<file path="config.mk">
export PLATFORM = sky130hd
export DESIGN_NAME = stop_and_wait_data_receiver
export DESIGN_NICKNAME = d
export VERILOG_FILES = /design/src/design/swdr_pkg.sv /design/src/design/swdr_eval.sv /design/src/design/stop_and_wait_data_receiver.sv
export SDC_FILE = /design/constraint.sdc
export NUM_CORES = 2
export LEC_CHECK = 0
export ABC_CLOCK_PERIOD_IN_PS = 28300
export CAP_MARGIN = 20
export CORE_MARGIN = 1
export CORE_UTILIZATION = 50
export CTS_CLUSTER_DIAMETER = 60
export DETAILED_ROUTE_END_ITERATION = 6
export DONT_BUFFER_PORTS = 1
export PLACE_DENSITY_LB_ADDON = 0.1
export SYNTH_ARGS = -nofsm -noshare
export SYNTH_HDL_FRONTEND = slang
export SYNTH_SLANG_ARGS = --single-unit
</file>
<file path="constraint.sdc">
create_clock -name clk -period 28.3 [get_ports clk]
set_clock_uncertainty 0.1 [all_clocks]
set_input_delay 8.49 -clock clk [delete_from_list [all_inputs] [get_ports clk]]
set_output_delay 8.49 -clock clk [all_outputs]
set_load 0.005 [all_outputs]
</file>
<file path="src/design/swdr_pkg.sv">
// ---------------------------------------------------------------------------
// Stop-and-wait data receiver package
// Beat types, codes and fixed protocol constants shared by all modules.
// ---------------------------------------------------------------------------
package swdr_pkg;

    localparam logic [63:0] FIRST_NUMBER      = 64'd0;
    localparam logic [63:0] PREV_OF_FIRST     = FIRST_NUMBER - 64'd1;
    localparam logic [15:0] HEADER_BYTES      = 16'd21;
    localparam logic [15:0] CONN_BYTES        = 16'd17;
    localparam logic [15:0] DATA_PACKET_BYTES = 16'd64021;

    localparam logic [7:0]  KIND_CONN = 8'd1;
    localparam logic [7:0]  KIND_DATA = 8'd4;
    localparam logic [7:0]  RETRY_MAX = 8'd255;

    localparam int CFG_INDEX_W = 3;

    typedef enum logic [1:0] {
        REQ_START   = 2'd0,
        REQ_PACKET  = 2'd1,
        REQ_TIMEOUT = 2'd2
    } req_kind_t;

    typedef enum logic [2:0] {
        ACT_CONACC = 3'd0,
        ACT_ACC    = 3'd1,
        ACT_RJT    = 3'd2,
        ACT_CONRJT = 3'd3,
        ACT_STATUS = 3'd4
    } action_t;

    typedef enum logic [1:0] {
        ST_WAITING  = 2'd0,
        ST_COMPLETE = 2'd1,
        ST_FAILED   = 2'd2
    } status_t;

    typedef enum logic [1:0] {
        PH_IDLE = 2'd0,
        PH_WAIT = 2'd1,
        PH_DONE = 2'd2,
        PH_FAIL = 2'd3
    } phase_t;

    typedef enum logic [CFG_INDEX_W-1:0] {
        CFG_CLIENT_IP     = 3'd0,
        CFG_CLIENT_PORT   = 3'd1,
        CFG_SESSION_IDENT = 3'd2,
        CFG_TOTAL_LEN     = 3'd3,
        CFG_MIN_PAYLOAD   = 3'd4,
        CFG_MAX_PAYLOAD   = 3'd5,
        CFG_MAX_RETRIES   = 3'd6
    } cfg_addr_t;

    typedef struct packed {
        logic [1:0]  req_type;
        logic [31:0] src_ip;
        logic [15:0] src_port;
        logic [15:0] pkt_len;
        logic [7:0]  pkt_kind;
        logic [63:0] pkt_session;
        logic [63:0] pkt_number;
        logic [31:0] payload_bytes;
    } req_t;

    typedef struct packed {
        action_t     action;
        logic [63:0] reply_number;
        logic [63:0] reply_session;
        status_t     phase_out;
    } rsp_t;

    typedef struct packed {
        logic [31:0] client_ip;
        logic [15:0] client_port;
        logic [63:0] session_ident;
        logic [63:0] total_len;
        logic [15:0] min_payload;
        logic [15:0] max_payload;
        logic [7:0]  max_retries;
    } cfg_t;

    // prev_number tracks expected_number - 1 so duplicates and resent ACCs
    // need no extra subtractor
    typedef struct packed {
        phase_t      phase;
        logic [63:0] expected_number;
        logic [63:0] prev_number;
        logic [63:0] bytes_received;
        logic [7:0]  retry_count;
    } state_t;

endpackage

</file>
<file path="src/design/swdr_eval.sv">
// ---------------------------------------------------------------------------
// Stop-and-wait receiver event evaluation
// Next-state and reply logic for one event beat against the current state.
// ---------------------------------------------------------------------------
module swdr_eval
    import swdr_pkg::*;
(
    input  req_t   req,
    input  cfg_t   cfg,
    input  state_t cur,
    output state_t nxt,
    output logic   has_result,
    output rsp_t   rsp
);

    logic        foreign;
    logic        conn_shape;
    logic [32:0] len_sum;
    logic [64:0] total_sum;
    logic        overflow;
    logic        bad;
    logic [7:0]  retry_inc;

    assign foreign    = (req.src_ip != cfg.client_ip) || (req.src_port != cfg.client_port);
    assign conn_shape = (req.pkt_len == CONN_BYTES) && (req.pkt_kind == KIND_CONN);
    assign len_sum    = {1'b0, req.payload_bytes} + {17'd0, HEADER_BYTES};
    assign total_sum  = {1'b0, cur.bytes_received} + {33'd0, req.payload_bytes};
    // compare without wrap: 65-bit sum against the expected total
    assign overflow   = total_sum > {1'b0, cfg.total_len};
    assign bad        = (req.pkt_len < HEADER_BYTES)
                     || ({17'd0, req.pkt_len} != len_sum)
                     || (req.pkt_session != cfg.session_ident)
                     || (req.pkt_kind != KIND_DATA)
                     || overflow
                     || (req.payload_bytes < {16'd0, cfg.min_payload})
                     || (req.payload_bytes > {16'd0, cfg.max_payload});
    assign retry_inc  = (cur.retry_count == RETRY_MAX) ? RETRY_MAX : cur.retry_count + 8'd1;

    always_comb
    begin
        nxt                = cur;
        has_result         = 1'b0;
        rsp.action         = ACT_STATUS;
        rsp.reply_number   = 64'd0;
        rsp.reply_session  = cfg.session_ident;
        rsp.phase_out      = ST_WAITING;

        case (req_kind_t'(req.req_type))
            REQ_START:
            begin
                nxt.phase           = PH_WAIT;
                nxt.expected_number = FIRST_NUMBER;
                nxt.prev_number     = PREV_OF_FIRST;
                nxt.bytes_received  = 64'd0;
                nxt.retry_count     = 8'd0;
                has_result          = 1'b1;
                rsp.action          = ACT_CONACC;
            end
            REQ_PACKET:
            begin
                if (cur.phase == PH_WAIT)
                begin
                    if (foreign)
                    begin
                        // answer the stranger, leave the transfer alone
                        rsp.reply_session = req.pkt_session;
                        if (conn_shape)
                        begin
                            has_result = 1'b1;
                            rsp.action = ACT_CONRJT;
                        end
                        else if (req.pkt_len == DATA_PACKET_BYTES)
                        begin
                            has_result       = 1'b1;
                            rsp.action       = ACT_RJT;
                            rsp.reply_number = cur.expected_number;
                        end
                    end
                    else if (cur.expected_number == FIRST_NUMBER && conn_shape)
                    begin
                        // repeated CONN from our client: drop
                    end
                    else if (bad || (req.pkt_number != cur.expected_number
                                     && req.pkt_number != cur.prev_number))
                    begin
                        nxt.phase        = PH_FAIL;
                        has_result       = 1'b1;
                        rsp.action       = ACT_RJT;
                        rsp.reply_number = cur.expected_number;
                        rsp.phase_out    = ST_FAILED;
                    end
                    else if (req.pkt_number == cur.expected_number)
                    begin
                        nxt.bytes_received  = total_sum[63:0];
                        nxt.expected_number = cur.expected_number + 64'd1;
                        nxt.prev_number     = cur.expected_number;
                        nxt.retry_count     = 8'd0;
                        has_result          = 1'b1;
                        rsp.action          = ACT_ACC;
                        rsp.reply_number    = req.pkt_number;
                        if (total_sum[63:0] == cfg.total_len)
                        begin
                            nxt.phase     = PH_DONE;
                            rsp.phase_out = ST_COMPLETE;
                        end
                    end
                    // otherwise a duplicate of the last good packet: drop
                end
            end
            REQ_TIMEOUT:
            begin
                if (cur.phase == PH_WAIT)
                begin
                    nxt.retry_count = retry_inc;
                    has_result      = 1'b1;
                    if (retry_inc >= cfg.max_retries)
                    begin
                        nxt.phase     = PH_FAIL;
                        rsp.action    = ACT_STATUS;
                        rsp.phase_out = ST_FAILED;
                    end
                    else if (cur.expected_number == FIRST_NUMBER)
                    begin
                        rsp.action = ACT_CONACC;
                    end
                    else
                    begin
                        rsp.action       = ACT_ACC;
                        rsp.reply_number = cur.prev_number;
                    end
                end
            end
            default:
            begin
                // unknown event code: drop
            end
        endcase
    end

endmodule

</file>
<file path="src/design/stop_and_wait_data_receiver.sv">
// ---------------------------------------------------------------------------
// Stop-and-wait data receiver
// Receiver side of a stop-and-wait transfer: header checks, ACK/reject replies.
// ---------------------------------------------------------------------------
// One event beat is taken every clock cycle while the input register is not
// held. A beat sits in the input register while the evaluation logic checks
// it and updates the transfer state, and its reply (if any) is then loaded
// into the result register, which drives rsp_valid and rsp_data. The input
// register is held only while it carries a beat with a reply and the result
// register is full and stalled; beats with no reply pass regardless. The
// configuration port is always ready; write it only while no beat is in
// flight. There is no clearing pass after reset.
module stop_and_wait_data_receiver
    import swdr_pkg::*;
(
    input  logic                   clk,
    input  logic                   rst_n,
    input  logic                   req_valid,
    output logic                   req_stall,
    input  req_t                   req_data,
    output logic                   rsp_valid,
    input  logic                   rsp_stall,
    output rsp_t                   rsp_data,
    input  logic                   cfg_valid,
    output logic                   cfg_ready,
    input  logic [CFG_INDEX_W-1:0] cfg_index,
    input  logic [63:0]            cfg_data
);

    logic   s1_valid_reg;
    req_t   s1_data_reg;
    state_t state_reg;
    state_t state_next;
    cfg_t   cfg_reg;
    logic   rsp_valid_reg;
    rsp_t   rsp_data_reg;
    logic   has_result;
    rsp_t   rsp_next;
    logic   out_free;
    logic   s1_retire;
    logic   req_accept;

    swdr_eval u_eval (
        .req        (s1_data_reg),
        .cfg        (cfg_reg),
        .cur        (state_reg),
        .nxt        (state_next),
        .has_result (has_result),
        .rsp        (rsp_next)
    );

    assign out_free   = !rsp_valid_reg || !rsp_stall;
    assign s1_retire  = s1_valid_reg && (!has_result || out_free);
    assign req_stall  = s1_valid_reg && !s1_retire;
    assign req_accept = req_valid && !req_stall;
    assign cfg_ready  = 1'b1;
    assign rsp_valid  = rsp_valid_reg;
    assign rsp_data   = rsp_data_reg;

    always_ff @(posedge clk or negedge rst_n)
    begin
        if (!rst_n)
        begin
            s1_valid_reg  <= 1'b0;
            rsp_valid_reg <= 1'b0;
            state_reg.phase           <= PH_IDLE;
            state_reg.expected_number <= FIRST_NUMBER;
            state_reg.prev_number     <= PREV_OF_FIRST;
            state_reg.bytes_received  <= 64'd0;
            state_reg.retry_count     <= 8'd0;
        end
        else
        begin
            if (req_accept)
                s1_valid_reg <= 1'b1;
            else if (s1_retire)
                s1_valid_reg <= 1'b0;

            if (s1_retire)
                state_reg <= state_next;

            // load a new reply, or drop the one just taken
            if (s1_retire && has_result)
                rsp_valid_reg <= 1'b1;
            else if (out_free)
                rsp_valid_reg <= 1'b0;
        end
    end

    always_ff @(posedge clk)
    begin
        if (req_accept)
            s1_data_reg <= req_data;
        if (s1_retire && has_result)
            rsp_data_reg <= rsp_next;
    end

    always_ff @(posedge clk or negedge rst_n)
    begin
        if (!rst_n)
        begin
            cfg_reg.client_ip     <= 32'd0;
            cfg_reg.client_port   <= 16'd0;
            cfg_reg.session_ident <= 64'd0;
            cfg_reg.total_len     <= 64'd0;
            cfg_reg.min_payload   <= 16'd1;
            cfg_reg.max_payload   <= 16'd64000;
            cfg_reg.max_retries   <= 8'd5;
        end
        else if (cfg_valid && cfg_ready)
        begin
            case (cfg_addr_t'(cfg_index))
                CFG_CLIENT_IP:     cfg_reg.client_ip     <= cfg_data[31:0];
                CFG_CLIENT_PORT:   cfg_reg.client_port   <= cfg_data[15:0];
                CFG_SESSION_IDENT: cfg_reg.session_ident <= cfg_data;
                CFG_TOTAL_LEN:     cfg_reg.total_len     <= cfg_data;
                CFG_MIN_PAYLOAD:   cfg_reg.min_payload   <= cfg_data[15:0];
                CFG_MAX_PAYLOAD:   cfg_reg.max_payload   <= cfg_data[15:0];
                CFG_MAX_RETRIES:   cfg_reg.max_retries   <= cfg_data[7:0];
                default:
                begin
                    // unmapped index: drop the write
                end
            endcase
        end
    end

endmodule

</file>
==> results.md <==
* Worst flop-to-flop path startpoint: s1_data_reg[4]$_DFFE_PP_
* Proportion of synthesized area in mux cells at 7.96%
* Post-synth cell types at 86
* Hold Fails Final Rpt at 0
* Num rows at 104
* Area Growth Syn to Fin at 10.2%
* Sequential share of the synthesized area at 52.6%
* Initial antenna violation count at 24
* Flops & latches, synth at between 700 and 800
* IO Pins at about 440
* Period Utilization, post-route at 63.0%
* Max VDD drop at 60.0 uV
* Most instantiated cells after synthesis: 367 x edfxtp_1, 347 x dfrtp_1, 336 x o21ai_0
* Sw frac at 28.6%
* Vias in the first global route at 30,200
* Slew Limit Headroom at -12.1%
* Largest family of logic cells by synthesized area: simple AND/OR/NAND/NOR gates
* HP Class: reg -> reg
* DR vias at a little over 30,000
* Routed len/inst at 27.6 um
* Fin cells at 4,830
* Netlist Area Pre-Place at 0.0411 sq mm
* Layout Nets at 4,136
* Met3 wire len at 11,400 um
* Final setup violation count at 0
* Max stage delay cell, worst path: nor4_2
* Post-Route WL at approximately 130,000 um
* Routed Antenna Nets at 0
* Clock latency at the later pin of the worst-skew pair at around 0.68 ns
* Startpoint class of the critical path: input port
* Ys Warns at 0
* CP endpoint kind: primary output
* Comb pwr share at 17.1%
* Worst Hold Depth at 1
* Initial Utilization at 50.8%
* Sequential Power Share at 45.6%
* Post-synth net total at 4,202
* PortBufs at 0
* Top cell type's share of synthesized area at 26.8%
* Leak at 17.8 nW
* Crit path max fanout at 6
* Setup tns final at 0 ns
* Simple-gate share of the synthesized area at 12.4%
* Synth area leaders: edfxtp_1 27%, dfrtp_1 21%, mux2_2 7.3%
* Run status: finished with violations
* Proportion of layout cells with a drive suffix above 1 at 15.9%
* Setup Fix Bufs, Post-CTS at 0
* Clk network pwr share at 37.4%
* Slew Limit Fails at 123
* DRT iter0 DRCs at 3,109
* Die area at roughly 0.083 sq mm
* Compound-Gate Fraction of Synth Area at 12.3%
* RSZ-0062 raised after global routing: false
* Largest net degree at the start of global routing at ~420
* Hold path start: state_reg[45]$_DFFE_PN0P_
* Hold Slack at 0.395 ns
* FF-to-FF path depth at 25
* First-pass GRT wire length at 196,000 um
* CTS resizes at 0
* Top Layer Used: met5
* Worst-path cell chain: nand2_1 -> nor4_2
* Post-DP HPWL at 94,500 um
* Count of flip-flops with a built-in enable after synthesis at 367
* Predominant post-synthesis flop cell: edfxtp_1
* Critical Path Max Stage Delay at 0.60 ns
* Final Critical Period at 17.82 ns
* Clock tree from TritonCTS: yes
* Core area at just over 0.08 sq mm
* WL met1 at 54,000 um
* Congestion Overflow GR at 0
* Dominant cell by count in the synthesized netlist: edfxtp_1
* XOR/XNOR Fraction of Synth Area at between 6 and 7%
* P per Cell Area at 71.4 mW/mm^2
* Buf+Inv Stages, Crit Path at 0
* Clock buffer depth at 3
* Cts bufs inserted at between 90 and 100
* Cell count after synthesis at around 3,800
* Largest register FFs at around 230
* Post-synth ARST share at 53.4%
* Total Routing Usage GR at 31.6%
* WL met2 at about 62,000 um
* DRC Markers at 0
* Max-Cap Viols at 0
* Clk pin slew, worst setup/hold paths at 0.06 ns
* Total power at approximately 0.0032 W
* Slew of the pin with the lowest slew margin at 1.68 ns
* Critical Path AT at 9.23 ns
* Clk sinks at 787
* Fillers at between 6,000 and 7,000
* TritonRoute pass-1 iters at 6
* Avg Cell Area, Syn at 11.0 sq um
* Vias/cell at 6.34
* Max frequency at 56.1 MHz
* Worst reg2reg endpoint: s1_data_reg[137]$_DFFE_PP_
* Die height at between 200 and 300 um
* CP top delay family: simple AND/OR/NAND/NOR gates
* Synth Area in Adders at 4.43%
* Failing checks: slew limit
* GP Congestion at 0.978
* Cell taking the most area after synthesis: edfxtp_1
* Cell Count Post-Placement at 4,650
* CTS root buffer: clkbuf_16
* Die width at 289 um
* Endpoint with the worst hold slack: state_reg[45]$_DFFE_PN0P_
* Worst R2R Setup Slack at 18.55 ns
* CTS Hold Bufs at 0
* Crit Path Class: in -> out
* Switching Power at a little over 0.0009 W
* H-tree depth at 3
* Int Pwr at 0.00231 W
* Data required, critical path at 19.71 ns
## placed cells by master (no fill, tap or decap), types with 19 or more instances in the layout
master	n
a211oi_1	19
a21o_1	36
a21oi_1	162
a31oi_1	87
and2_1	50
and3_1	48
buf_4	57
clkbuf_16	93
dfrtp_1	347
dfstp_2	73
edfxtp_1	367
ha_1	143
inv_1	145
mux2_2	268
mux2i_1	24
nand2_1	303
nand2b_1	21
nand3_1	71
nand4_1	108
nor2_1	167
nor2b_1	33
nor3_1	29
nor4_1	80
o21a_1	26
o21ai_0	336
o311ai_0	19
o31ai_1	42
xnor2_1	204
xor2_1	118
## how the worst max path moves through the flow
stage | startpoint | end | depth (start not counted)
finish | rsp_stall | req_stall | 2
global route | rsp_stall | req_stall | 2
CTS | rsp_stall | req_stall | 2
detailed placement | rsp_stall | req_stall | 2
global placement | rsp_stall | req_stall | 2
floorplan | rsp_stall | rsp_data[0]$_DFFE_PP_ | 2
## logic make-up (layout without fill, tap and decap cells)
family	after synthesis	count (layout)
XOR/XNOR	322	322
flip-flops	787	787
other	1	7
buffers and inverters	364	377
AND/OR/NAND/NOR	999	999
AO/OA/AOI/OAI	840	840
adder cells (fa/ha/maj)	145	145
multiplexers	293	293
## per-stage QoR
stage	worst slack [ns]	utilization [%]	instance area (sq um)
2_1_floorplan	4.91	-	41100
3_3_place_gp	10.58	52.1	42100
3_5_place_dp	10.50	52.1	42100
4_1_cts	10.49	55.9	45300
5_1_grt	10.43	56.0	45300
6_report	10.48	56.0	45300
## cell type report
type	count	area (sq um)	share of cell area, %
antenna	6	15.0	0.0331
clock buffer	121	2530	5.59
clock inverter	51	598	1.32
inverter	146	548	1.21
multi-input combinational	2600	18200	40.2
sequential	787	21600	47.7
tap	1060	1330	2.93
timing repair buffer	59	463	1.02
## power by group through the flow
stage | Combinational [W] | Sequential [W] | Clock [W]
6_report | 0.000552 | 0.00147 | 0.00121
3_5_place_dp | 0.000546 | 0.00149 | 0
2_1_floorplan | 0.000398 | 0.00146 | 0
5_1_grt | 0.000607 | 0.00149 | 0.00127
4_1_cts | 0.000549 | 0.00147 | 0.00123
3_3_place_gp | 0.000529 | 0.00149 | 0
## routing by layer
layer,vias to the layer above,GRT usage [%]
li1,13600,-
met1,15200,42.0
met2,1486,50.9
met3,297,6.66
met4,12,12.2
met5,-,0
(Power assumes the default switching activity.)
